<file path="src/design/segment_master_arbiter_defines.svh">
// ----------------------------------------------------------------------------
// Segment master arbiter assertion macros
// Shared concurrent assertion forms, clocked and gated by the sync reset.
// ----------------------------------------------------------------------------
`ifndef SEGMENT_MASTER_ARBITER_DEFINES_SVH
`define SEGMENT_MASTER_ARBITER_DEFINES_SVH

// Same-cycle implication.
`define SMA_ASSERT_IMPL(lbl, clk, rst_n, ante, cons) \
    lbl: assert property (@(posedge clk) disable iff (!rst_n) (ante) |-> (cons)) \
        else $error("segment_master_arbiter: assertion failed");

// Next-cycle implication.
`define SMA_ASSERT_NEXT(lbl, clk, rst_n, ante, cons) \
    lbl: assert property (@(posedge clk) disable iff (!rst_n) (ante) |=> (cons)) \
        else $error("segment_master_arbiter: assertion failed");

`endif

</file>
<file path="src/design/sma_pkg.sv">
// ----------------------------------------------------------------------------
// Segment master arbiter package
// Types, codes and sizes shared by the arbiter modules.
// ----------------------------------------------------------------------------
package sma_pkg;

    localparam int MAC_W    = 48;
    localparam int TIME_W   = 64;
    localparam int CH_W     = 8;
    localparam int LINK_W   = 2;
    localparam int PACE_W   = 3;
    localparam int SEG_W    = 2;
    localparam int KIND_W   = 2;

    localparam int IN_DATA_W  = 192;  // 190 bits of fields, zero filled
    localparam int OUT_DATA_W = 72;   // 65 bits of fields, zero filled
    localparam int CFG_IDX_W  = 8;
    localparam int CFG_DATA_W = 64;

    // decoupling queue
    localparam int QDEPTH = 2;
    localparam int QPTR_W = $clog2(QDEPTH);
    localparam int QCNT_W = $clog2(QDEPTH + 1);

    // configuration register indexes
    localparam logic [CFG_IDX_W-1:0] CFG_OWN_MAC       = 8'd0;
    localparam logic [CFG_IDX_W-1:0] CFG_OWN_MAC_KNOWN = 8'd1;
    localparam logic [CFG_IDX_W-1:0] CFG_STALE_LIMIT   = 8'd2;
    localparam logic [CFG_IDX_W-1:0] CFG_DESK_THRESH   = 8'd3;

    localparam logic [TIME_W-1:0] STALE_LIMIT_RST = 64'd5000000000;
    localparam logic [CH_W-1:0]   DESK_THRESH_RST = 8'd40;

    // segment owner
    localparam logic [SEG_W-1:0] SEG_NONE    = 2'd0;
    localparam logic [SEG_W-1:0] SEG_US      = 2'd1;
    localparam logic [SEG_W-1:0] SEG_FOREIGN = 2'd2;

    // rival kind
    localparam logic [KIND_W-1:0] KIND_NONE    = 2'd0;
    localparam logic [KIND_W-1:0] KIND_DESK    = 2'd1;
    localparam logic [KIND_W-1:0] KIND_BOX     = 2'd2;
    localparam logic [KIND_W-1:0] KIND_UNKNOWN = 2'd3;

    // link state
    localparam logic [LINK_W-1:0] LINK_PROBING     = 2'd1;
    localparam logic [LINK_W-1:0] LINK_GRANTING    = 2'd2;
    localparam logic [LINK_W-1:0] LINK_ESTABLISHED = 2'd3;

    localparam logic [PACE_W-1:0] PACE_FOREIGN = 3'd0;

    typedef struct packed {
        logic [MAC_W-1:0]  own_mac;
        logic              own_mac_known;
        logic [TIME_W-1:0] stale_limit;
        logic [CH_W-1:0]   desk_thresh;
    } t_cfg;

    // classified request as it sits in the queue
    typedef struct packed {
        logic              qual;   // live foreign master sighting
        logic [MAC_W-1:0]  mac;
        logic [TIME_W-1:0] seen;
        logic [CH_W-1:0]   ch;
        logic [LINK_W-1:0] link;
        logic [PACE_W-1:0] pace;
        logic              last;
    } t_cls;

    typedef struct packed {
        logic [SEG_W-1:0]  segment_state;
        logic              conflict;
        logic [KIND_W-1:0] rival_kind;
        logic [CH_W-1:0]   rival_chans;
        logic [MAC_W-1:0]  master_mac;
        logic              master_mac_valid;
        logic [PACE_W-1:0] pace_source;
    } t_res;

endpackage

</file>
<file path="src/design/segment_master_arbiter.sv">
// ----------------------------------------------------------------------------
// Segment master arbiter
// Picks the segment owner from a stream of discovery-table entries.
// ----------------------------------------------------------------------------
// Usage:
//   s_axis carries one discovery-table entry per request; tlast marks the
//   final entry of a table scan and tuser says whether an entry is present.
//   m_axis returns one decision per scan, only for the request with tlast.
//   The cfg channel writes own MAC, its known flag, stale limit and desk
//   threshold; o_cfg_ready is always high, write only while the block idles.
// Path: a last entry goes into the queue, then into the result register
//   driving m_axis_tvalid. Throughput: one request per cycle unless m_axis
//   stalls, set by the single running-best compare in the back end.
// Reset: config returns to own MAC 0 (unknown), stale limit 5 s, desk
//   threshold 40; the queue empties and the running best clears.
// Stall: when m_axis_tready is low the decision is held; the back end stops
//   popping, the two-entry queue fills, and then s_axis_tready drops.
// ----------------------------------------------------------------------------
`include "segment_master_arbiter_defines.svh"

module segment_master_arbiter import sma_pkg::*; (
    input  logic                  i_clk,
    input  logic                  i_rst_n,
    // role_is_master[0], entry_mac[48:1], entry_last_seen[112:49],
    // entry_channels[120:113], now_time[184:121], link_state[186:185],
    // home_pace[189:187]
    input  logic                  s_axis_tvalid,
    output logic                  s_axis_tready,
    input  logic [IN_DATA_W-1:0]  s_axis_tdata,
    input  logic                  s_axis_tuser,   // entry_present[0]
    input  logic                  s_axis_tlast,   // last_entry
    // segment_state[1:0], conflict[2], rival_kind[4:3], rival_chans[12:5],
    // master_mac[60:13], master_mac_valid[61], pace_source[64:62]
    output logic                  m_axis_tvalid,
    input  logic                  m_axis_tready,
    output logic [OUT_DATA_W-1:0] m_axis_tdata,
    // configuration writes
    input  logic                  i_cfg_valid,
    output logic                  o_cfg_ready,
    input  logic [CFG_IDX_W-1:0]  i_cfg_index,
    input  logic [CFG_DATA_W-1:0] i_cfg_data
);

    t_cfg r_cfg;
    logic w_full;
    logic w_push;
    t_cls w_cls;
    logic w_q_valid;
    t_cls w_q;
    logic w_pop;
    logic w_res_valid;
    t_res w_res;
    logic w_conflict_seen;
    logic w_owner_us;
    logic w_foreign_seen;
    logic w_foreign_ok;

    assign o_cfg_ready = 1'b1;

    always_ff @(posedge i_clk) begin
        if (!i_rst_n) begin
            r_cfg.own_mac       <= '0;
            r_cfg.own_mac_known <= 1'b0;
            r_cfg.stale_limit   <= STALE_LIMIT_RST;
            r_cfg.desk_thresh   <= DESK_THRESH_RST;
        end else if (i_cfg_valid) begin
            unique case (i_cfg_index)
                CFG_OWN_MAC:       r_cfg.own_mac       <= i_cfg_data[MAC_W-1:0];
                CFG_OWN_MAC_KNOWN: r_cfg.own_mac_known <= i_cfg_data[0];
                CFG_STALE_LIMIT:   r_cfg.stale_limit   <= i_cfg_data;
                CFG_DESK_THRESH:   r_cfg.desk_thresh   <= i_cfg_data[CH_W-1:0];
                default: begin
                    // unmapped index: ignored
                end
            endcase
        end
    end

    sma_front u_front (
        .i_valid   (s_axis_tvalid),
        .i_data    (s_axis_tdata),
        .i_present (s_axis_tuser),
        .i_last    (s_axis_tlast),
        .i_full    (w_full),
        .i_cfg     (r_cfg),
        .o_ready   (s_axis_tready),
        .o_push    (w_push),
        .o_cls     (w_cls)
    );

    sma_queue u_queue (
        .i_clk   (i_clk),
        .i_rst_n (i_rst_n),
        .i_push  (w_push),
        .i_data  (w_cls),
        .i_pop   (w_pop),
        .o_full  (w_full),
        .o_valid (w_q_valid),
        .o_data  (w_q)
    );

    sma_back u_back (
        .i_clk       (i_clk),
        .i_rst_n     (i_rst_n),
        .i_q_valid   (w_q_valid),
        .i_q         (w_q),
        .i_cfg       (r_cfg),
        .i_res_ready (m_axis_tready),
        .o_pop       (w_pop),
        .o_res_valid (w_res_valid),
        .o_res       (w_res)
    );

    assign m_axis_tvalid = w_res_valid;
    assign m_axis_tdata  = {{(OUT_DATA_W - $bits(t_res)){1'b0}},
                            w_res.pace_source,
                            w_res.master_mac_valid,
                            w_res.master_mac,
                            w_res.rival_chans,
                            w_res.rival_kind,
                            w_res.conflict,
                            w_res.segment_state};

    assign w_conflict_seen = w_res_valid && w_res.conflict;
    assign w_owner_us      = (w_res.segment_state == SEG_US);
    assign w_foreign_seen  = w_res_valid && (w_res.segment_state == SEG_FOREIGN);
    assign w_foreign_ok    = w_res.master_mac_valid && (w_res.pace_source == PACE_FOREIGN);

    // a conflict is only reported while we own the segment
    `SMA_ASSERT_IMPL(a_conflict_us, i_clk, i_rst_n, w_conflict_seen, w_owner_us)
    // a foreign owner always reports its MAC and foreign pace
    `SMA_ASSERT_IMPL(a_foreign_report, i_clk, i_rst_n, w_foreign_seen, w_foreign_ok)
    // no decision appears without a queued request behind it
    `SMA_ASSERT_NEXT(a_res_from_queue, i_clk, i_rst_n, !w_res_valid && !w_q_valid, !w_res_valid)

endmodule

</file>
<file path="src/design/sma_front.sv">
// ----------------------------------------------------------------------------
// Segment master arbiter front end
// Unpacks an incoming request and classifies it as a live foreign master.
// ----------------------------------------------------------------------------
module sma_front import sma_pkg::*; (
    input  logic                  i_valid,
    input  logic [IN_DATA_W-1:0]  i_data,
    input  logic                  i_present,
    input  logic                  i_last,
    input  logic                  i_full,
    input  t_cfg                  i_cfg,
    output logic                  o_ready,
    output logic                  o_push,
    output t_cls                  o_cls
);

    logic              w_master;
    logic [MAC_W-1:0]  w_mac;
    logic [TIME_W-1:0] w_seen;
    logic [TIME_W-1:0] w_now;
    logic [TIME_W-1:0] w_age;
    logic              w_own;
    logic              w_stale;

    assign w_master = i_data[0];
    assign w_mac    = i_data[48:1];
    assign w_seen   = i_data[112:49];
    assign w_now    = i_data[184:121];
    assign w_age    = w_now - w_seen;

    assign w_own   = i_cfg.own_mac_known && (w_mac == i_cfg.own_mac);
    // future timestamps count as live
    assign w_stale = (w_now > w_seen) && (w_age > i_cfg.stale_limit);

    assign o_ready = !i_full;
    assign o_push  = i_valid && !i_full;

    always_comb begin
        o_cls.qual = i_present && w_master && !w_own && !w_stale;
        o_cls.mac  = w_mac;
        o_cls.seen = w_seen;
        o_cls.ch   = i_data[120:113];
        o_cls.link = i_data[186:185];
        o_cls.pace = i_data[189:187];
        o_cls.last = i_last;
    end

endmodule

</file>
<file path="src/design/sma_queue.sv">
// ----------------------------------------------------------------------------
// Segment master arbiter queue
// Short register FIFO between the classifier and the decision stage.
// ----------------------------------------------------------------------------
module sma_queue import sma_pkg::*; (
    input  logic  i_clk,
    input  logic  i_rst_n,
    input  logic  i_push,
    input  t_cls  i_data,
    input  logic  i_pop,
    output logic  o_full,
    output logic  o_valid,
    output t_cls  o_data
);

    t_cls              r_mem [QDEPTH];
    logic [QPTR_W-1:0] r_wr;
    logic [QPTR_W-1:0] r_rd;
    logic [QCNT_W-1:0] r_count;
    logic [QPTR_W-1:0] n_wr;
    logic [QPTR_W-1:0] n_rd;
    logic [QCNT_W-1:0] n_count;

    assign o_full  = (r_count == QCNT_W'(QDEPTH));
    assign o_valid = (r_count != '0);
    assign o_data  = r_mem[r_rd];

    always_comb begin
        n_wr    = r_wr;
        n_rd    = r_rd;
        n_count = r_count;
        if (i_push) begin
            n_wr = (r_wr == QPTR_W'(QDEPTH - 1)) ? '0 : r_wr + 1'b1;
        end
        if (i_pop) begin
            n_rd = (r_rd == QPTR_W'(QDEPTH - 1)) ? '0 : r_rd + 1'b1;
        end
        if (i_push && !i_pop) begin
            n_count = r_count + 1'b1;
        end else if (!i_push && i_pop) begin
            n_count = r_count - 1'b1;
        end
    end

    always_ff @(posedge i_clk) begin
        if (!i_rst_n) begin
            r_wr    <= '0;
            r_rd    <= '0;
            r_count <= '0;
        end else begin
            r_wr    <= n_wr;
            r_rd    <= n_rd;
            r_count <= n_count;
        end
    end

    always_ff @(posedge i_clk) begin
        if (i_push) begin
            r_mem[r_wr] <= i_data;
        end
    end

endmodule

</file>
<file path="src/design/sma_back.sv">
// ----------------------------------------------------------------------------
// Segment master arbiter back end
// Tracks the newest rival and issues the owner decision on the last entry.
// ----------------------------------------------------------------------------
module sma_back import sma_pkg::*; (
    input  logic  i_clk,
    input  logic  i_rst_n,
    input  logic  i_q_valid,
    input  t_cls  i_q,
    input  t_cfg  i_cfg,
    input  logic  i_res_ready,
    output logic  o_pop,
    output logic  o_res_valid,
    output t_res  o_res
);

    logic              r_found;
    logic [MAC_W-1:0]  r_mac;
    logic [TIME_W-1:0] r_seen;
    logic [CH_W-1:0]   r_ch;
    logic              r_out_valid;
    t_res              r_res;

    logic              n_found;
    logic              n_out_valid;
    logic              w_upd;
    logic              b_found;
    logic [MAC_W-1:0]  b_mac;
    logic [CH_W-1:0]   b_ch;
    logic [KIND_W-1:0] w_kind;
    t_res              w_dec;

    assign o_pop       = i_q_valid && (!r_out_valid || i_res_ready);
    assign o_res_valid = r_out_valid;
    assign o_res       = r_res;

    // strictly newer wins, so a tie keeps the earlier entry
    assign w_upd   = i_q.qual && (!r_found || (i_q.seen > r_seen));
    assign b_found = r_found || w_upd;
    assign b_mac   = w_upd ? i_q.mac : r_mac;
    assign b_ch    = w_upd ? i_q.ch  : r_ch;

    always_comb begin
        if (b_ch == '0) begin
            w_kind = KIND_UNKNOWN;
        end else if (b_ch >= i_cfg.desk_thresh) begin
            w_kind = KIND_DESK;
        end else begin
            w_kind = KIND_BOX;
        end
    end

    always_comb begin
        w_dec.segment_state    = SEG_NONE;
        w_dec.conflict         = 1'b0;
        w_dec.rival_kind       = KIND_NONE;
        w_dec.rival_chans      = '0;
        w_dec.master_mac       = '0;
        w_dec.master_mac_valid = 1'b0;
        w_dec.pace_source      = i_q.pace;
        priority if ((i_q.link == LINK_ESTABLISHED) || (i_q.link == LINK_GRANTING)) begin
            w_dec.segment_state = SEG_US;
            if (b_found) begin
                w_dec.conflict       = 1'b1;
                w_dec.rival_kind     = w_kind;
                w_dec.rival_chans    = b_ch;
            end
            if (i_cfg.own_mac_known) begin
                w_dec.master_mac       = i_cfg.own_mac;
                w_dec.master_mac_valid = 1'b1;
            end
        end else if (b_found) begin
            w_dec.segment_state    = SEG_FOREIGN;
            w_dec.master_mac       = b_mac;
            w_dec.master_mac_valid = 1'b1;
            w_dec.rival_kind       = w_kind;
            w_dec.rival_chans      = b_ch;
            w_dec.pace_source      = PACE_FOREIGN;
        end else if (i_q.link == LINK_PROBING) begin
            w_dec.segment_state = SEG_US;
            if (i_cfg.own_mac_known) begin
                w_dec.master_mac       = i_cfg.own_mac;
                w_dec.master_mac_valid = 1'b1;
            end
        end else begin
            w_dec.segment_state = SEG_NONE;
        end
    end

    always_comb begin
        n_found     = r_found;
        n_out_valid = r_out_valid && !i_res_ready;
        if (o_pop) begin
            n_found = i_q.last ? 1'b0 : b_found;
            if (i_q.last) begin
                n_out_valid = 1'b1;
            end
        end
    end

    always_ff @(posedge i_clk) begin
        if (!i_rst_n) begin
            r_found     <= 1'b0;
            r_out_valid <= 1'b0;
        end else begin
            r_found     <= n_found;
            r_out_valid <= n_out_valid;
        end
    end

    always_ff @(posedge i_clk) begin
        if (o_pop && w_upd) begin
            r_mac  <= i_q.mac;
            r_seen <= i_q.seen;
            r_ch   <= i_q.ch;
        end
        if (o_pop && i_q.last) begin
            r_res <= w_dec;
        end
    end

endmodule

</file>
<file path="config.mk">
export PLATFORM = sky130hd
export DESIGN_NAME = segment_master_arbiter
export DESIGN_NICKNAME = d
export VERILOG_FILES = /design/src/design/sma_pkg.sv /design/src/design/segment_master_arbiter.sv /design/src/design/sma_front.sv /design/src/design/sma_queue.sv /design/src/design/sma_back.sv
export VERILOG_INCLUDE_DIRS = /design/src /design/src/design
export SDC_FILE = /design/constraint.sdc
export NUM_CORES = 1
export LEC_CHECK = 0
export BUFFER_PORTS_ARGS = -buffer_cell sky130_fd_sc_hd__clkbuf_2
export CELL_PAD_IN_SITES_DETAIL_PLACEMENT = 0
export CELL_PAD_IN_SITES_GLOBAL_PLACEMENT = 1
export CORE_ASPECT_RATIO = 0.5
export CORE_MARGIN = 1.5
export CORE_UTILIZATION = 51
export DETAILED_ROUTE_END_ITERATION = 8
export PLACE_DENSITY_LB_ADDON = 0.1
export RECOVER_POWER = 25
export SYNTH_ARGS = -nofsm -noshare
export SYNTH_HDL_FRONTEND = slang
export SYNTH_SLANG_ARGS = --single-unit
</file>
<file path="constraint.sdc">
create_clock -name i_clk -period 15.2 [get_ports i_clk]
set_input_delay 3.8 -clock i_clk [delete_from_list [all_inputs] [get_ports i_clk]]
set_output_delay 3.8 -clock i_clk [all_outputs]
set_load 0.05 [all_outputs]
</file>
==> results of run 1 <==
## layer usage
| layer | routed length [um] | up-vias | share of wire |
|---|---|---|---|
| met5 | 0 | - | 0 |
| met2 | 33200 | 489 | 0.44 |
| li1 | - | 9610 | - |
| met3 | 4040 | 89 | 0.053 |
| met4 | 1250 | 0 | 0.017 |
| met1 | 37100 | 9695 | 0.49 |
## cells in the mapped netlist (56+ instances only)
library cell	instances	share of area
ha_1	201	0.088
nand2_1	334	0.044
mux2i_1	56	0.020
dfxtp_1	128	0.089
mux2_2	128	0.050
edfxtp_1	439	0.46
o21ai_0	100	0.017
a21boi_0	108	0.028
nor2_1	62	0.0081
nand4_1	62	0.014
a21oi_1	106	0.019
inv_1	214	0.028
clkbuf_1	83	0.011
xor2_1	57	0.017
a21o_1	97	0.025
## cell type report
class	count	area, sq um	share of cell area
inverter	214	803	0.0246
multi-input combinational	1618	11800	0.360
sequential	567	15700	0.482
antenna	8	20.0	0.000613
timing repair buffer	353	1720	0.0527
tap	756	946	0.0290
clock inverter	25	248	0.00759
clock buffer	70	1410	0.0431
## cells in the final DEF, fill, tap and decap left out, types with 18 or more instances in the layout
cell	n
a21boi_0	108
clkbuf_2	268
xnor2_1	55
edfxtp_1	439
mux2i_1	56
nor2_1	57
inv_1	214
o211ai_1	18
dfxtp_1	128
a21o_1	97
clkbuf_1	83
mux2_1	94
o21a_1	21
clkbuf_16	52
nor4_1	19
nand2_1	334
nor2b_1	20
o21bai_1	19
nand4_1	62
ha_1	201
xor2_1	57
nand3_1	19
a21oi_1	106
o21ai_0	100
mux2_2	34
## registers in the layout (all words and copies together), names as in the netlist, 2 cells and up, named ones only
signal / flops
u_queue.r_mem: 254
u_queue.r_count: 2
u_back.r_seen: 64
u_back.o_res: 65
u_back.r_mac: 48
u_back.r_ch: 8
r_cfg: 121
## power breakdown
group          total [mW]  internal [mW]  switching, mW
clock                1.30          0.707          0.590
combinational        1.48          0.519          0.958
sequential           2.10           2.02         0.0821
## final timing paths
kind	start	cells after the start	to
min reg2reg	r_cfg[1]$_SDFFE_PN0P_	2	r_cfg[1]$_SDFFE_PN0P_
min	r_cfg[1]$_SDFFE_PN0P_	2	r_cfg[1]$_SDFFE_PN0P_
max reg2reg	register	20	u_back.o_res[60]$_DFFE_PP_
max	register	20	u_back.o_res[60]$_DFFE_PP_
## logic make-up after synthesis
| family | Yosys count |
|---|---|
| AO/OA/AOI/OAI | 531 |
| buffers and inverters | 317 |
| adder cells (fa/ha/maj) | 202 |
| XOR/XNOR | 112 |
| multiplexers | 184 |
| other | 2 |
| AND/OR/NAND/NOR | 581 |
| flip-flops | 567 |
## stage by stage
stage           util  worst slack, ps  power [mW]
2_1_floorplan      -             5390        3.23
3_3_place_gp   0.559             6310        3.60
3_5_place_dp   0.559             6240        3.64
4_1_cts        0.589             6870        4.93
5_1_grt        0.588             5280        5.12
6_report       0.588             5980        4.88
## worst max-delay path: cells and delay by family, from the launching register on
kind	cells	cell delay, ps
simple gates	3	260
compound gates	11	2230
flops	1	1610
mux	2	930
fa+ha+maj	2	610
buf+inv	2	3140
==> run summary, run 1 <==
outcome - complete, but fails checks
violations in the final reports - capacitance limit, slew limit
largest fanout on the critical path - 48
Clock Pin Slew Worst Setup and Hold Paths - 60 ps
arithmetic-cell share of the synthesized area counting full adders, half adders and majority gates - 0.0884
Setup-failing EPs final - 0
CTS max path bufs - 3
routability congestion estimate - 0.869
global route overflow - 0
critical path required time - 15,540 ps
number of enable-type register cells in the synthesized netlist - 439
kind of start point of the critical path - register
Mapped Area - 28,700 sq um
detail-routed net length per standard cell - 20.9 um
Die H - 171 um
cells resized by post-CTS repair - 0
post-CTS setup buffer count - 0
Static Leakage - 13.0 nW
VDD IR-drop max - 94.5 uV
reported max-cap violation count - 4
max-slew violation count - 186
largest family of logic cells by synthesized area - compound AO/OA/AOI/OAI gates
final worst clock skew - 41.4 ps
later-pin clock latency in the skew report - 630 ps
arrival time worst endpoint - 9560 ps
routed via count divided by cell count - 5.51
slew at the pin with the worst max-slew slack - 3560 ps
Inserted Clock Buffers - 51
fraction of the mapped netlist area in compound gates - 0.123
Routed WL - 75.6 mm
kind of critical path - reg -> reg
final critical path time including I/O delays and setup - 9220 ps
Tot GR Track Use - 0.255
Root Driver - clkbuf_16
slowest cell delay on critical path - 2300 ps
number of distinct library cells after synthesis - 66
count of input and output buffers - 335
Filler Cell Count - 4,889
M3 GR Usage - 0.0344
sequential share of the synthesized area - 0.549
portion of the clock cycle consumed by the worst path in the final layout - 0.607
clock sink total - 567
yosys warns - 0
Pwr per Cell Area - 149 nW/um^2
Remaining DRCs - 0
most used flip-flop cell after synthesis - edfxtp_1
kind of end point of the critical path - register
detailed router's first-iteration violation count - 1,359
post-synthesis sequential element count - 567
final instance area - 32,700 sq um
number of global-route vias before repair - 18,800
DP HPWL - 55.1 mm
CTS tree - yes
global-route met2 utilization - 0.383
Layout Nets - 3,278
count of H-tree levels built during CTS - 2
Post-Synth Simple-Gate Area - 0.0921
area of the die - 57,700 sq um
number of vias after detailed routing - 19,900
cell with the largest stage delay on the worst path - clkbuf_1
pin count of the biggest net entering global routing - 91
placed inst area - 31,100 sq um
type of the worst min-delay path - reg -> reg
initial cell density of the core - 0.516
Peak Freq - 0.108 GHz
Slew HR - -1.38
area growth from synthesis to layout - 13.9%
Detailed Routing Iterations Pass 1 - 5
wire length of the first global-routing pass - 112 mm
Die X-Extent - 338 um
hold violation count in the final report - 0
final cell count without fillers - 3,611
unrepaired setup endpoints after global routing - false
number of instances in the synthesized netlist - 2,496
fraction of synthesized cell area in xor and xnor cells - 0.0342
async set-or-reset flop fraction in the synthesized netlist - 0
Placement Rows - 61
share of post-route cells with drive strength above 1 - 0.146
number of antenna violations at the first check in global routing - 9
number of hold buffers added after cts - 0
Antenna Violating Nets Remaining - 0
most used routing layer in global routing - met1
cell-by-cell trace of the critical path - clkbuf_1 > mux2_1 > ha_1 > a21o_1 > a21o_1 > a21oi_1 > o21ai_0 > nand2_1 > o211ai_1 > a211o_1 > o21bai_4 > buf_4 > mux2_2 > ha_1 > a21oi_1 > nor2b_1 > o21ai_0 > nand2b_1 > a21oi_1 > a21oi_1
Synth Area per Inst - 11.5 sq um
critical path's most frequent cell - a21oi_1
Worst Hold Margin - 465 ps
met1 routing resource usage after global routing - 0.391
I/O pin total - 346
area of the placeable core - 55,600 sq um
mux share of post-synthesis cell area - 0.0699
accumulated negative setup slack - 0 ps
flop2flop setup slack - 5980 ps
Inst Count DP - 3,508
Power figures use the tool's default switching activity.
==> run 2, diff against run 1 <==
--- a/config.mk
+++ b/config.mk
@@ -11,7 +11,7 @@
 export CELL_PAD_IN_SITES_GLOBAL_PLACEMENT = 1
 export CORE_ASPECT_RATIO = 0.5
 export CORE_MARGIN = 1.5
-export CORE_UTILIZATION = 51
+export CORE_UTILIZATION = 47
 export DETAILED_ROUTE_END_ITERATION = 8
 export PLACE_DENSITY_LB_ADDON = 0.1
 export RECOVER_POWER = 25
==> constraint.sdc (replaced) <==
create_clock -name i_clk -period 9.2 [get_ports i_clk]
set_input_delay 2.3 -clock i_clk [delete_from_list [all_inputs] [get_ports i_clk]]
set_output_delay 2.3 -clock i_clk [all_outputs]
set_load 0.05 [all_outputs]
==> run 2 against run 1 <==
  * Sequential power grew 66%
  * Flip-flop and latch count is the same
  * Count of clock-buffer cells in the layout shrank 4
  * Non-clock buffer count is the same
  * Largest cell class unchanged
  * The flow now finishes without violations
  * Clock power grew 66%
  * Combinational power grew 64%
  * Utilization shrank 4.1 points
  * Die area grew 8.4%
  * Highest routed layer unchanged
  * Critical path depth grew 1
  * Critical path type unchanged
==> run summary, run 2 (synthesized netlist as in run 1, its figures left out) <==
post-CTS setup buffer count - 0 (unchanged)
global route overflow - 0 (unchanged)
Clock Power Share - 0.268 (+0.002)
later-pin clock latency in the skew report - 620 ps (about the same)
met1 routing resource usage after global routing - 0.368 (-0.0235)
share of post-route cells with drive strength above 1 - 0.153 (+0.00738)
number of flip-flops under the largest register name - 254 (unchanged)
routability congestion estimate - 0.884 (+1.8%)
pin count of the biggest net entering global routing - 93 (+2.2%)
Pwr per Cell Area - 247 nW/um^2 (+65%)
Remaining DRCs - 0 (unchanged)
detail-routed net length per standard cell - 21.0 um (+0.18%)
slowest cell delay on critical path - 950 ps (-1350 ps)
outcome - completed
pre-CTS setup slack - 1740 ps (-4500 ps)
instance count along the most critical hold path - 2 (unchanged)
CTS tree - yes
arrival time worst endpoint - 7390 ps (-2170 ps)
most used routing layer in global routing - met1
count of H-tree levels built during CTS - 2 (unchanged)
Routed WL - 76.8 mm (+1.6%)
detailed router's first-iteration violation count - 1,497 (+10%)
CTS max path bufs - 3 (unchanged)
Tot GR Track Use - 0.241 (-0.0142)
area growth from synthesis to layout - 14.1% (about the same)
number of hold buffers added after cts - 0 (unchanged)
final setup slack of the worst path - 2170 ps (-3810 ps)
kind of start point of the critical path - register
routed via count divided by cell count - 5.35 (-2.9%)
number of antenna violations at the first check in global routing - 3 (-6)
kind of end point of the critical path - register
cell-by-cell trace of the critical path - clkbuf_1 > mux2_2 > ha_1 > a21o_1 > a21o_1 > a21oi_1 > o21ai_0 > nand2_1 > o211ai_1 > a211o_1 > o21bai_4 > buf_4 > mux2_2 > ha_1 > a21o_1 > a21oi_1 > nor2b_1 > o21ai_0 > nand2b_1 > a21oi_1 > a21oi_1
VDD IR-drop max - 210 uV (+120%)
initial cell density of the core - 0.480 (-0.0361)
type of the worst min-delay path - reg -> reg
kind of critical path - reg -> reg
Layout Nets - 3,279 (+0.031%)
Logic pwr share - 0.300 (-0.003)
critical path's most frequent cell - a21oi_1
Setup-failing EPs final - 0 (unchanged)
cells resized by post-CTS repair - 0 (unchanged)
Detailed Routing Iterations Pass 1 - 5 (unchanged)
final critical path time including I/O delays and setup - 7030 ps (-2190 ps)
Die X-Extent - 352 um (+4.1%)
Static Leakage - 12.9 nW (-0.62%)
Slew HR - 0.196 (+1.57)
I/O pin total - 346 (unchanged)
Antenna Violating Nets Remaining - 0 (unchanged)
number of vias after detailed routing - 19,600 (-1.5%)
Inserted Clock Buffers - 52 (+2.0%)
Placement Rows - 63 (+3.3%)
number of global-route vias before repair - 18,800 (+0.096%)
worst reg-to-reg path cell count - 21 (+5.0%)
max-slew violation count - 0 (-100%)
net switching fraction of the power - 0.335 (+0.000684)
share of power burned in registers - 0.433 (+0.002)
unrepaired setup endpoints after global routing - false
area of the die - 62,600 sq um (+8.4%)
switching component of the power - 2.70 mW (+66%)
largest fanout on the critical path - 49 (+2.1%)
Clock Pin Slew Worst Setup and Hold Paths - 70 ps (about the same)
M3 GR Usage - 0.0383 (+0.00381)
area of the placeable core - 59,700 sq um (+7.5%)
portion of the clock cycle consumed by the worst path in the final layout - 0.765 (+0.158)
count of input and output buffers - 335 (unchanged)
top library cells by usage in the layout, fill and taps aside - edfxtp_1 (439), nand2_1 (334), clkbuf_2 (239)
Die H - 178 um (+4.1%)
accumulated negative setup slack - 0 ps (unchanged)
launch point of the worst hold path - r_cfg[28]$_SDFFE_PN0P_
Most flops, register - u_queue.r_mem
hold violation count in the final report - 0 (unchanged)
DP HPWL - 55.9 mm (+1.4%)
reported max-cap violation count - 0 (-4)
Peak Freq - 0.142 GHz (+31%)
critical path required time - 9550 ps (-5990 ps)
wire length of the first global-routing pass - 114 mm (+2.1%)
most common cell after layout, fill and taps aside - edfxtp_1
final worst clock skew - 21.8 ps (-19.6 ps)
cell-internal power - 5.36 mW (+65%)
global-route met2 utilization - 0.364 (-0.0196)
cell with the largest stage delay on the worst path - clkbuf_1
clock sink total - 567 (unchanged)
Root Driver - clkbuf_16
slew at the pin with the worst max-slew slack - 1210 ps (-2360 ps)
[run 2: cell types whose count changed in the layout (fill, tap and decap cells not counted), sizes merged]
cell / previous run / this run
buf: 16 / 17
clkbuf: 407 / 402
diode: 8 / 3
clkinv: 17 / 21
[run 2: path summary, 6_finish.rpt]
kind | end | slack (ps)
worst max-delay path | u_back.o_res[60]$_DFFE_PP_ | 2170
worst min register to register | r_cfg[28]$_SDFFE_PN0P_ | 460
worst max register to register | u_back.o_res[60]$_DFFE_PP_ | 2170
worst min-delay path | r_cfg[28]$_SDFFE_PN0P_ | 460
[run 2: power by group through the flow]
stage	registers [mW]	clock network [mW]	logic, mW
2_1_floorplan	3.81	0	1.51
3_3_place_gp	3.53	0	2.43
3_5_place_dp	3.55	0	2.46
4_1_cts	3.49	2.21	2.46
5_1_grt	3.52	2.31	2.65
6_report	3.49	2.16	2.42
[run 2: layout make-up]
class                           instances  area (sq um)
Antenna cell                            3          7.51
Clock buffer                           66          1390
Clock inverter                         29           262
Fill cell                            5386         27100
Inverter                              214           803
Multi-Input combinational cell       1618         11800
Sequential cell                       567         15700
Tap cell                              812          1020
Timing Repair Buffer                  353          1690
[run 2: critical path: cells and delay by family, from the launching register on]
kind	cells	cell delay, ps
AO/OA/AOI/OAI	12	2310
adder cells (fa/ha/maj)	2	570
multiplexers	2	910
buffers and inverters	2	1810
flip-flops	1	810
AND/OR/NAND/NOR	3	250
[run 2: metrics by stage]
step | utilization | power, mW | instance area (sq um) | hold slack (ps) | instances
final | 0.547 | 8.06 | 32700 | 462 | 3662
after floorplan | - | 5.31 | 28700 | 441 | 2502
after CTS | 0.549 | 8.17 | 32800 | 465 | 3659
after detailed placement | 0.521 | 6.00 | 31200 | 456 | 3564
after global routing | 0.547 | 8.48 | 32700 | 484 | 3662
after global placement | 0.521 | 5.96 | 31200 | 451 | 3564
[run 2: per-layer routing]
metal / vias to the layer above / wire, um
met5: - / 0
met3: 74 / 3950
li1: 9589 / -
met2: 449 / 33400
met1: 9477 / 38400
met4: 0 / 1030
